<file path="src/hw/rtl/cpd_pkg.sv">
// shared types and constants for the patch column post decoder
package cpd_pkg;

  // defaults for the top-level parameters
  localparam int MaxHeightDefault    = 2048;
  localparam int MaxWidthDefault     = 2048;
  localparam int RemapEntriesDefault = 256;

  // fixed field widths
  localparam int HeightW = 12;
  localparam int ColW    = 11;
  localparam int PosW    = 24;
  localparam int ByteW   = 8;
  localparam int AddrW   = 22;
  localparam int CfgIdxW = 2;
  localparam int CfgW    = 24;

  // marker bytes and gaps
  localparam logic [ByteW-1:0]   EndByte   = 8'hFF;
  localparam logic [PosW:0]      HeaderGap = 25'd3;
  localparam logic [HeightW-1:0] RowMax    = 12'hFFF;
  localparam logic [7:0]         SkipCount = 8'd3;

  // request function codes
  localparam logic [1:0] FUNC_LOAD  = 2'd0;
  localparam logic [1:0] FUNC_START = 2'd1;
  localparam logic [1:0] FUNC_BYTE  = 2'd2;

  // configuration register indexes
  localparam logic [CfgIdxW-1:0] CFG_HEIGHT    = 2'd0;
  localparam logic [CfgIdxW-1:0] CFG_RAW       = 2'd1;
  localparam logic [CfgIdxW-1:0] CFG_KEEP_ZERO = 2'd2;
  localparam logic [CfgIdxW-1:0] CFG_LUMP_LEN  = 2'd3;

  typedef enum logic [2:0] {
    PH_IDLE,
    PH_TOP,
    PH_LEN,
    PH_PADA,
    PH_DATA,
    PH_PADB,
    PH_SKIP,
    PH_RAW
  } phase_t;

  typedef struct packed {
    logic [HeightW-1:0] height;
    logic               raw;
    logic               keep_zero;
    logic [PosW-1:0]    lump_len;
  } cfg_t;

  // result descriptor held between parser and output stage
  typedef struct packed {
    logic               valid;
    logic               write;
    logic               done;
    logic               zero_idx;
    logic [HeightW-1:0] row;
    logic [ColW-1:0]    column;
  } mid_t;

endpackage

</file>
<file path="src/hw/rtl/patch_column_post_decoder.sv">
// top level of the patch column post decoder
//
// channel   direction  handshake              payload
// in        input      in_valid / in_ready    func, column_index, column_offset,
//                                             table_index, data_byte
// out       output     out_valid / out_ready  write_valid, pixel_address,
//                                             pixel_value, column_done
// cfg       input      cfg_write              cfg_index, cfg_data
//
// one request per cycle while in_ready is high; a result is registered first in the descriptor
// register with the table read, then after the address multiply in the result register
// rst is synchronous and clears the parser, the pipeline valids and the configuration registers;
// the remap table holds no reset value and must be loaded before use
// a stalled output backs up through the descriptor stage into in_ready
module patch_column_post_decoder #(
  parameter int MAX_HEIGHT    = cpd_pkg::MaxHeightDefault,
  parameter int MAX_WIDTH     = cpd_pkg::MaxWidthDefault,
  parameter int REMAP_ENTRIES = cpd_pkg::RemapEntriesDefault
) (
  input  logic                                clk,
  input  logic                                rst,
  input  logic                                in_valid,
  output logic                                in_ready,
  input  logic [1:0]                          func,
  input  logic [cpd_pkg::ColW-1:0]            column_index,
  input  logic [cpd_pkg::PosW-1:0]            column_offset,
  input  logic [$clog2(REMAP_ENTRIES)-1:0]    table_index,
  input  logic [cpd_pkg::ByteW-1:0]           data_byte,
  output logic                                out_valid,
  input  logic                                out_ready,
  output logic                                write_valid,
  output logic [cpd_pkg::AddrW-1:0]           pixel_address,
  output logic [cpd_pkg::ByteW-1:0]           pixel_value,
  output logic                                column_done,
  input  logic                                cfg_write,
  input  logic [cpd_pkg::CfgIdxW-1:0]         cfg_index,
  input  logic [cpd_pkg::CfgW-1:0]            cfg_data
);

  cpd_pkg::cfg_t                cfg;
  cpd_pkg::mid_t                mid;
  logic [cpd_pkg::HeightW-1:0]  eff_height;
  logic [cpd_pkg::ByteW-1:0]    remap_data;
  logic                         mid_take;
  logic                         accept;

  // configuration registers
  always_ff @(posedge clk) begin
    if (rst) begin
      cfg.height    <= 12'd128;
      cfg.raw       <= 1'b0;
      cfg.keep_zero <= 1'b0;
      cfg.lump_len  <= '0;
    end else if (cfg_write) begin
      case (cfg_index)
        cpd_pkg::CFG_HEIGHT:    cfg.height    <= cfg_data[cpd_pkg::HeightW-1:0];
        cpd_pkg::CFG_RAW:       cfg.raw       <= cfg_data[0];
        cpd_pkg::CFG_KEEP_ZERO: cfg.keep_zero <= cfg_data[0];
        cpd_pkg::CFG_LUMP_LEN:  cfg.lump_len  <= cfg_data[cpd_pkg::PosW-1:0];
        default: begin
        end
      endcase
    end
  end

  // height clamped to the buffer limit
  always_comb begin
    if ({1'b0, cfg.height} > (cpd_pkg::HeightW+1)'(MAX_HEIGHT)) begin
      eff_height = cpd_pkg::HeightW'(MAX_HEIGHT);
    end else begin
      eff_height = cfg.height;
    end
  end

  assign in_ready = !mid.valid || mid_take;
  assign accept   = in_valid && in_ready;

  cpd_remap #(
    .REMAP_ENTRIES(REMAP_ENTRIES)
  ) u_remap (
    .clk    (clk),
    .wr_en  (accept && func == cpd_pkg::FUNC_LOAD),
    .wr_addr(table_index),
    .wr_data(data_byte),
    .rd_en  (accept),
    .rd_addr(data_byte[$clog2(REMAP_ENTRIES)-1:0]),
    .rd_data(remap_data)
  );

  cpd_parser #(
    .MAX_WIDTH(MAX_WIDTH)
  ) u_parser (
    .clk          (clk),
    .rst          (rst),
    .accept       (accept),
    .mid_take     (mid_take),
    .func         (func),
    .column_index (column_index),
    .column_offset(column_offset),
    .data_byte    (data_byte),
    .cfg          (cfg),
    .eff_height   (eff_height),
    .mid          (mid)
  );

  cpd_output u_output (
    .clk          (clk),
    .rst          (rst),
    .mid          (mid),
    .remap_data   (remap_data),
    .keep_zero    (cfg.keep_zero),
    .eff_height   (eff_height),
    .mid_take     (mid_take),
    .out_valid    (out_valid),
    .out_ready    (out_ready),
    .write_valid  (write_valid),
    .pixel_address(pixel_address),
    .pixel_value  (pixel_value),
    .column_done  (column_done)
  );

endmodule

</file>
<file path="src/hw/rtl/cpd_remap.sv">
// colour remap table with registered read
module cpd_remap #(
  parameter int REMAP_ENTRIES = cpd_pkg::RemapEntriesDefault
) (
  input  logic                     clk,
  input  logic                     wr_en,
  input  logic [$clog2(REMAP_ENTRIES)-1:0] wr_addr,
  input  logic [cpd_pkg::ByteW-1:0] wr_data,
  input  logic                     rd_en,
  input  logic [$clog2(REMAP_ENTRIES)-1:0] rd_addr,
  output logic [cpd_pkg::ByteW-1:0] rd_data
);

  logic [cpd_pkg::ByteW-1:0] mem [REMAP_ENTRIES];

  // table load
  always_ff @(posedge clk) begin
    if (wr_en) begin
      mem[wr_addr] <= wr_data;
    end
  end

  // lookup for the request being accepted
  always_ff @(posedge clk) begin
    if (rd_en) begin
      rd_data <= mem[rd_addr];
    end
  end

endmodule

</file>
<file path="src/hw/rtl/cpd_parser.sv">
// post structure parser and result descriptor register
module cpd_parser #(
  parameter int MAX_WIDTH = cpd_pkg::MaxWidthDefault
) (
  input  logic                          clk,
  input  logic                          rst,
  input  logic                          accept,
  input  logic                          mid_take,
  input  logic [1:0]                    func,
  input  logic [cpd_pkg::ColW-1:0]      column_index,
  input  logic [cpd_pkg::PosW-1:0]      column_offset,
  input  logic [cpd_pkg::ByteW-1:0]     data_byte,
  input  cpd_pkg::cfg_t                 cfg,
  input  logic [cpd_pkg::HeightW-1:0]   eff_height,
  output cpd_pkg::mid_t                 mid
);

  cpd_pkg::phase_t              phase, phase_next;
  logic                         top_neg, top_neg_next;
  logic [cpd_pkg::HeightW-1:0]  top, top_next;
  logic [7:0]                   bytes_left, bytes_left_next;
  logic [cpd_pkg::HeightW-1:0]  row, row_next;
  logic [cpd_pkg::PosW-1:0]     pos, pos_next;
  logic [cpd_pkg::ColW-1:0]     column, column_next;

  logic [cpd_pkg::PosW-1:0]     pos_inc;
  logic [cpd_pkg::HeightW:0]    top_sum;
  logic [cpd_pkg::HeightW-1:0]  row_inc;
  logic [7:0]                   left_dec;
  logic                         fits_inc;
  logic                         fits_offs;
  logic                         row_in;
  logic                         raw_last;
  logic                         col_ok;
  cpd_pkg::mid_t                res;

  always_comb begin
    pos_inc   = pos + 1'b1;
    fits_inc  = ({1'b0, pos_inc} + cpd_pkg::HeaderGap) < {1'b0, cfg.lump_len};
    fits_offs = ({1'b0, column_offset} + cpd_pkg::HeaderGap) < {1'b0, cfg.lump_len};
    top_sum   = {1'b0, top} + {{(cpd_pkg::HeightW-cpd_pkg::ByteW+1){1'b0}}, data_byte};
    row_inc   = (row < cpd_pkg::RowMax) ? row + 1'b1 : row;
    left_dec  = (bytes_left != 8'd0) ? bytes_left - 1'b1 : bytes_left;
    row_in    = row < eff_height;
    raw_last  = ({1'b0, row} + 1'b1) >= {1'b0, eff_height};
    col_ok    = {2'b00, column_index} < (cpd_pkg::ColW+2)'(MAX_WIDTH);
  end

  // phase machine and result selection
  always_comb begin
    phase_next      = phase;
    top_neg_next    = top_neg;
    top_next        = top;
    bytes_left_next = bytes_left;
    row_next        = row;
    pos_next        = pos;
    column_next     = column;
    res             = '0;
    res.row         = row;
    res.column      = column;
    res.zero_idx    = data_byte == '0;

    case (func)
      cpd_pkg::FUNC_START: begin
        if (col_ok) begin
          column_next  = column_index;
          pos_next     = column_offset;
          top_neg_next = 1'b1;
          row_next     = '0;
          if (cfg.raw) begin
            bytes_left_next = cpd_pkg::SkipCount;
            phase_next      = cpd_pkg::PH_SKIP;
          end else begin
            bytes_left_next = '0;
            if (!fits_offs) begin
              phase_next = cpd_pkg::PH_IDLE;
              res.valid  = 1'b1;
              res.done   = 1'b1;
            end else begin
              phase_next = cpd_pkg::PH_TOP;
            end
          end
        end
      end
      cpd_pkg::FUNC_BYTE: begin
        if (phase != cpd_pkg::PH_IDLE) begin
          pos_next = pos_inc;
        end
        case (phase)
          cpd_pkg::PH_IDLE: begin
          end
          cpd_pkg::PH_TOP: begin
            if (data_byte == cpd_pkg::EndByte) begin
              phase_next = cpd_pkg::PH_IDLE;
              res.valid  = 1'b1;
              res.done   = 1'b1;
            end else begin
              // tall-patch rule: a top not above the current one is relative
              if (!top_neg &&
                  {{(cpd_pkg::HeightW-cpd_pkg::ByteW){1'b0}}, data_byte} <= top) begin
                top_next = top_sum[cpd_pkg::HeightW] ? cpd_pkg::RowMax :
                           top_sum[cpd_pkg::HeightW-1:0];
              end else begin
                top_next = {{(cpd_pkg::HeightW-cpd_pkg::ByteW){1'b0}}, data_byte};
              end
              top_neg_next = 1'b0;
              phase_next   = cpd_pkg::PH_LEN;
            end
          end
          cpd_pkg::PH_LEN: begin
            bytes_left_next = data_byte;
            row_next        = top_neg ? '0 : top;
            phase_next      = cpd_pkg::PH_PADA;
          end
          cpd_pkg::PH_PADA: begin
            phase_next = (bytes_left == 8'd0) ? cpd_pkg::PH_PADB : cpd_pkg::PH_DATA;
          end
          cpd_pkg::PH_DATA: begin
            res.valid       = row_in;
            res.write       = row_in;
            row_next        = row_inc;
            bytes_left_next = left_dec;
            if (left_dec == 8'd0) begin
              phase_next = cpd_pkg::PH_PADB;
            end
          end
          cpd_pkg::PH_PADB: begin
            if (!fits_inc) begin
              phase_next = cpd_pkg::PH_IDLE;
              res.valid  = 1'b1;
              res.done   = 1'b1;
            end else begin
              phase_next = cpd_pkg::PH_TOP;
            end
          end
          cpd_pkg::PH_SKIP: begin
            bytes_left_next = left_dec;
            if (left_dec == 8'd0) begin
              row_next = '0;
              if (eff_height == '0) begin
                phase_next = cpd_pkg::PH_IDLE;
                res.valid  = 1'b1;
                res.done   = 1'b1;
              end else begin
                phase_next = cpd_pkg::PH_RAW;
              end
            end
          end
          cpd_pkg::PH_RAW: begin
            res.valid = row_in || raw_last;
            res.write = row_in;
            res.done  = raw_last;
            row_next  = row_inc;
            if (raw_last) begin
              phase_next = cpd_pkg::PH_IDLE;
            end
          end
          default: begin
            phase_next = cpd_pkg::PH_IDLE;
          end
        endcase
      end
      default: begin
      end
    endcase
  end

  // parse state
  always_ff @(posedge clk) begin
    if (rst) begin
      phase      <= cpd_pkg::PH_IDLE;
      top_neg    <= 1'b1;
      top        <= '0;
      bytes_left <= '0;
      row        <= '0;
      pos        <= '0;
      column     <= '0;
    end else if (accept) begin
      phase      <= phase_next;
      top_neg    <= top_neg_next;
      top        <= top_next;
      bytes_left <= bytes_left_next;
      row        <= row_next;
      pos        <= pos_next;
      column     <= column_next;
    end
  end

  // result descriptor register; only the valid bit is reset
  always_ff @(posedge clk) begin
    if (accept) begin
      mid.write    <= res.write;
      mid.done     <= res.done;
      mid.zero_idx <= res.zero_idx;
      mid.row      <= res.row;
      mid.column   <= res.column;
    end
    if (rst) begin
      mid.valid <= 1'b0;
    end else if (accept) begin
      mid.valid <= res.valid;
    end else if (mid_take) begin
      mid.valid <= 1'b0;
    end
  end

endmodule

</file>
<file path="src/hw/rtl/cpd_output.sv">
// pixel address computation and result register
module cpd_output (
  input  logic                         clk,
  input  logic                         rst,
  input  cpd_pkg::mid_t                mid,
  input  logic [cpd_pkg::ByteW-1:0]    remap_data,
  input  logic                         keep_zero,
  input  logic [cpd_pkg::HeightW-1:0]  eff_height,
  output logic                         mid_take,
  output logic                         out_valid,
  input  logic                         out_ready,
  output logic                         write_valid,
  output logic [cpd_pkg::AddrW-1:0]    pixel_address,
  output logic [cpd_pkg::ByteW-1:0]    pixel_value,
  output logic                         column_done
);

  localparam int ProdW = cpd_pkg::ColW + cpd_pkg::HeightW;

  logic [ProdW-1:0]          prod;
  logic [ProdW-1:0]          addr_full;
  logic [cpd_pkg::ByteW-1:0] value;

  assign mid_take = mid.valid && (!out_valid || out_ready);

  // column times height plus row, and the remapped colour (zero for index zero when keep_zero is set)
  always_comb begin
    prod      = ProdW'(mid.column) * ProdW'(eff_height);
    addr_full = prod + ProdW'(mid.row);
    value     = (keep_zero && mid.zero_idx) ? '0 : remap_data;
  end

  always_ff @(posedge clk) begin
    if (rst) begin
      out_valid <= 1'b0;
    end else if (mid_take) begin
      out_valid <= 1'b1;
    end else if (out_ready) begin
      out_valid <= 1'b0;
    end
  end

  always_ff @(posedge clk) begin
    if (mid_take) begin
      write_valid   <= mid.write;
      pixel_address <= mid.write ? addr_full[cpd_pkg::AddrW-1:0] : '0;
      pixel_value   <= mid.write ? value : '0;
      column_done   <= mid.done;
    end
  end

endmodule
</file>
<file path="config.mk">
export PLATFORM = sky130hd
export DESIGN_NAME = patch_column_post_decoder
export DESIGN_NICKNAME = d
export VERILOG_FILES = /design/src/hw/rtl/cpd_pkg.sv /design/src/hw/rtl/patch_column_post_decoder.sv /design/src/hw/rtl/cpd_remap.sv /design/src/hw/rtl/cpd_parser.sv /design/src/hw/rtl/cpd_output.sv
export SDC_FILE = /design/constraint.sdc
export NUM_CORES = 2
export LEC_CHECK = 0
export BUFFER_PORTS_ARGS = -buffer_cell sky130_fd_sc_hd__buf_2
export CAP_MARGIN = 20
export CORE_MARGIN = 4
export CORE_UTILIZATION = 30
export CTS_CLUSTER_SIZE = 28
export DETAILED_ROUTE_END_ITERATION = 16
export GPL_TIMING_DRIVEN = 0
export RECOVER_POWER = 100
export SLEW_MARGIN = 40
export SYNTH_ARGS = -nofsm -noshare
export SYNTH_HDL_FRONTEND = slang
export SYNTH_HIERARCHICAL = 1
export SYNTH_SLANG_ARGS = --single-unit
export TNS_END_PERCENT = 5
</file>
<file path="constraint.sdc">
create_clock -name clk -period 16.7 [get_ports clk]
set_input_delay 2.505 -clock clk [delete_from_list [all_inputs] [get_ports clk]]
set_output_delay 2.505 -clock clk [all_outputs]
set_load 0.01 [all_outputs]
</file>
# Yosys cells after proc, flatten, opt, wreduce, memory -nomap -nowiden
# Memories as Yosys holds them, arrays and structs flattened. A register that Yosys moved wholly into a read port is not among the register bits.
# Cells that the tools add are included.
[op_classes]
add_sub_neg = 8
mux = 44
n_bitwise = 2
n_eq_ne = 23
n_reduce_logical = 37
mul = 1
n_lt_le_gt_ge = 7
[op_table]
columns = ["cell", "count"]
rows = [
  ["$mux W12", 6],
  ["$add A24 B2 Y25 const B", 2],
  ["$lt A25 B24 Y1", 2],
  ["$pmux W24 S2", 1],
  ["$pmux W12 S3", 1],
  ["$pmux W8 S2", 2],
  ["$add A24 B1 Y24 const B", 1],
  ["$logic_not A8 Y1", 3],
  ["$mux W24", 1],
  ["$pmux W12 S2", 1],
  ["$add A22 B12 Y22", 1],
  ["$mul A11 B12 Y22", 1],
  ["$pmux W3 S7", 1],
  ["$mux W1", 17],
  ["$mux W3", 5],
  ["$add A12 B1 Y13 const B", 1],
  ["$add A12 B8 Y13", 1],
  ["$ge A13 B12 Y1", 1],
  ["$add A12 B1 Y12 const B", 1],
  ["$eq A3 B3 Y1 const B", 4],
  ["$gt A12 B12 Y1 const B", 1],
  ["$le A8 B12 Y1", 1],
  ["$logic_not A12 Y1", 1],
  ["$lt A12 B12 Y1", 1],
  ["33 further kinds", 65],
]
[totals]
mem_bits_rw = 2048
n_memories = 1
inputBits = 84
register_bits = 169
output_inout_bits = 34
word_cells = 145
[mem_list]
columns = ["memory", "depth", "word_bits", "read_ports", "rd_clocked_by_memory_dff", "write_ports", "line_no", "rtl"]
rows = [
  ["u_remap.mem", 256, 8, 1, 1, 1, "cpd_remap.sv:14", "logic [cpd_pkg::ByteW-1:0] mem [REMAP_ENTRIES];"],
]

# Longest topological paths before layout
[logic_depth]
depth_word = 8
mapped_depth = 21
ltp_nobuf = 18

# Cells and area by module
# Netlist, hierarchy kept.
[by_module_without_submodules]
columns = ["module", "area_per_inst_um2", "n_inst", "cells_each"]
rows = [
  ["cpd_remap", 79636.4, 1, 3733],
  ["cpd_parser", 8757.1, 1, 1123],
  ["cpd_output", 6053.3, 1, 656],
  ["patch_column_post_decoder", 1737.9, 1, 172],
]

# Least setup slack after synthesis
# No wires, ideal clock.
[synth_timing]
path_type = "input -> output"
startpoint = "in out_ready"
endpoint = "out in_ready"
setup_slack_ps = 8831
t_required_ps = 14195
arrival_time_ps = 5364
stages = 3
path_buffers = 0
path_cell_list = "inv_1 -> a21boi_0 -> nand2b_1"
[synth_via]
elab_chain_len = 3
[synth_lines]
columns = ["item", "line_no", "rtl"]
rows = [
  ["start: declaration", "patch_column_post_decoder.sv:30", "input logic out_ready,"],
  ["$logic_or A1 B1 Y1", "cpd_output.sv:24", "assign mid_take = mid.valid && (!out_valid || out_ready);"],
  ["$logic_and A1 B1 Y1", "cpd_output.sv:24", ""],
  ["via mid_take", "patch_column_post_decoder.sv:44", "logic mid_take;"],
  ["$logic_or A1 B1 Y1", "patch_column_post_decoder.sv:75", "assign in_ready = !mid.valid || mid_take;"],
  ["end: declaration", "patch_column_post_decoder.sv:23", "output logic in_ready,"],
]
# The timed path passes the listed nets, and every way through them passes these cells.

==> flow_metrics.py <==
metrics = {
    "worst_setup_path": {
        "required_ns": 17.33,
        "cp_max_fo": 97,
        "start_kind": "input pin",
        "crit_path_end_kind": "flop",
        "cp.arrival_ns": 11.88,
        "crit_type": "in2reg",
    },
    "synthesis": {
        "synth_seq_cells": 2225,
        "synth-edff-count": 2114,
        "syn_nets": 6020,
        "ys_top_cells_by_count": "2114 x edfxtp_1, 454 x mux4_2, 406 x nor2_1, 224 x inv_1, 221 x nand2_1",
        "ys_seq_area_share_pct": 68.31,
        "synth.distinct_cells": 102,
        "yosysMostFrequentCell": "edfxtp_1",
        "synth_async_sr_flop_share_pct": 0,
        "avgSynthCellArea_um2": 16.92,
        "synth_top_area_share_pct": 66.00,
        "synthesis.area_um2": 96180,
        "synthTopCellsByArea": "edfxtp_1 66%, mux4_2 11%, dfxtp_1 2.3%",
        "synth_cells": 5684,
        "yosys_warnings": 6,
        "yosysTopAreaCell": "edfxtp_1",
        "synthFlopType": "edfxtp_1",
    },
    "floorplan": {
        "pin_count": 118,
        "dieArea_um2": 329700,
        "die_h_um": 574.2,
        "rows": 207,
        "core_area_um2": 318600,
        "die_x_um": 574.2,
        "initial_core_util_pct": 30.19,
    },
    "power_and_ir_drop": {
        "power_density_nw_per_um2": 108.2,
        "ir_worst_vdd_mv": 0.09539,
        "leakage_nw": 34.89,
    },
    "sta": {
        "period_needed_ns": 11.25,
        "finalSetupViolations": 0,
        "setup_ws_ns": 5.449,
        "rsz0062_at_grt": "false",
        "hold_violations": 0,
        "fin_worst_skew_ns": 0.1300,
        "max_slew_margin_pct": -198.1,
        "slew_violations": 1750,
        "finalSetupTns_ns": 0,
        "worst_pin_slew_ns": 4.472,
        "fin_crit_sh_pct": 67.37,
        "fmax_mhz": 88.88,
    },
    "global_routing": {
        "grt_max_degree": 101,
        "first_global_vias": 55270,
        "antenna_found_initial": 17,
        "grtUsageTotal_pct": 17.30,
        "grt_pass1_wl_mm": 414.4,
        "grt_overflow": 0,
    },
    "clocking": {
        "ctsHtreeMaxLevel": 4,
        "cts_num_sinks": 2225,
        "clock_path_buffers": 4,
        "cts_hold_buf": 0,
        "cts_root_buf": "clkbuf_16",
        "post_cts_buffers": 0,
        "cts_resized": 0,
        "clkLatencyLatePin_ns": 0.92,
        "clkSlewWorstSetupHoldPaths_ns": 0.06,
        "cts_tree": "done",
        "numCtsBuffers": 215,
    },
    "drt": {
        "vias": 56700,
        "drtIter0Drc": 7941,
        "dr.pass1.iters": 9,
        "viasPerCell": 5.446,
        "drcViolationCount": 0,
        "wl_per_cell_um": 28.34,
        "ant_nets": 0,
        "wirelength_mm": 295.1,
    },
    "final_layout": {
        "final_area_um2": 109400,
        "nNetsFinal": 6397,
        "syn_to_final_growth_pct": 13.69,
        "drive_gt1_share_pct": 17.00,
    },
    "placement": {
        "gp_congestion": 0.9603,
        "place_ws_ns": 9.276,
        "numPortBuffers": 112,
        "placedInstanceArea_um2": 103700,
        "hpwl_mm": 206.9,
    },
    "run_status": {
        "status": "finished with violations",
        "violations": "max-capacitance violations, max-slew violations",
    },
    "worst_hold_path": {
        "hold_path.class": "reg2reg",
    },
    "job": {
        "max-cap-violations": 24,
    },
}
[per-layer routing]
layer,part of all wire [%],wire length [um],track usage (%),up-vias
li1,-,-,-,23150
met1,39,113800,23.23,29770
met2,46,134800,27.04,3176
met3,11,33510,4.580,595
met4,4.4,12940,6.208,12
met5,0.029,86,0,-
[cell type report]
| type | instances | area, um2 |
|---|---|---|
| fill | 30160 | 209200 |
| clock buffer | 260 | 5644 |
| sequential | 2225 | 65700 |
| multi-input combinational | 2902 | 27820 |
| timing repair buffer | 160 | 942.2 |
| antenna | 8 | 20.02 |
| inverter | 227 | 852.1 |
| clock inverter | 120 | 1151 |
| tap | 4180 | 5230 |
| buffer | 330 | 1988 |
[sequential cells by signal, indices dropped and copies added, names as in the netlist, 3 cells and up]
name,flops
cfg,38
u_remap/rd_data,8
u_output/pixel_address,22
u_parser/bytes_left,8
u_output/pixel_value,8
u_parser/row,12
u_parser/top,12
u_remap/mem,2048
u_parser/phase,3
u_parser/mid,27
u_parser/column,11
u_parser/pos,24
[cells in the final DEF (no fill, tap or decap), types with 151 or more instances in the layout]
cell	Yosys	routed
clkbuf_16	0	219
nor2_1	406	406
mux4_2	454	454
a21oi_1	199	197
inv_1	224	224
edfxtp_1	2114	2114
nand2_1	221	221
mux2i_1	182	182
ha_1	151	151
clkbuf_1	184	270
[logic make-up after synthesis]
group	after synthesis	share of synthesized area, %
xor+xnor	93	0.8468
buf+inv	557	2.897
mux	639	12.59
compound gates	749	5.348
flops	2225	68.31
simple gates	1169	5.942
fa+ha+maj	252	4.066
[power by group]
group	internal, mW	total (mW)	switching, mW
Sequential	6.14	6.15	0.0154
Combinational	0.294	0.886	0.592
Clock	2.72	4.80	2.08
Total	9.15	11.8	2.69
[worst max-delay path, stage by stage]
cell and delay, ns:
clkbuf_1 2.71, clkbuf_1 3.28, buf_16 0.30, buf_4 0.31, nor2b_1 0.15, clkbuf_1 0.49, o221ai_1 0.43, a21oi_1 0.49
a21oi_1 0.17, nor3_1 0.71, nor4_2 0.17
[final timing paths]
check / startpoint / slack, ns / end / depth (start not counted)
worst max-delay path: data_byte[7] / 5.45 / u_remap/rd_data[0] / 11
worst min-delay path: u_parser/mid[24] / 0.42 / u_output/column_done / 0
worst max register to register: u_parser/mid[26] / 10.17 / u_remap/mem[62][0] / 8
worst min register to register: u_parser/mid[24] / 0.42 / u_output/column_done / 0
[metrics by stage]
step | hold WS (ns) | utilization [%] | power [mW] | cells
detailed placement | 0.4110 | 32.55 | 7.146 | 10020
finish | 0.4228 | 34.33 | 11.84 | 10410
CTS | 0.4259 | 34.68 | 11.91 | 10400
global placement | 0.4055 | 32.01 | 7.127 | 9976
floorplan | 0.4003 | - | 6.736 | 5684
global route | 0.4381 | 34.32 | 12.21 | 10410
No activity file was read; power rests on OpenSTA's default activity.
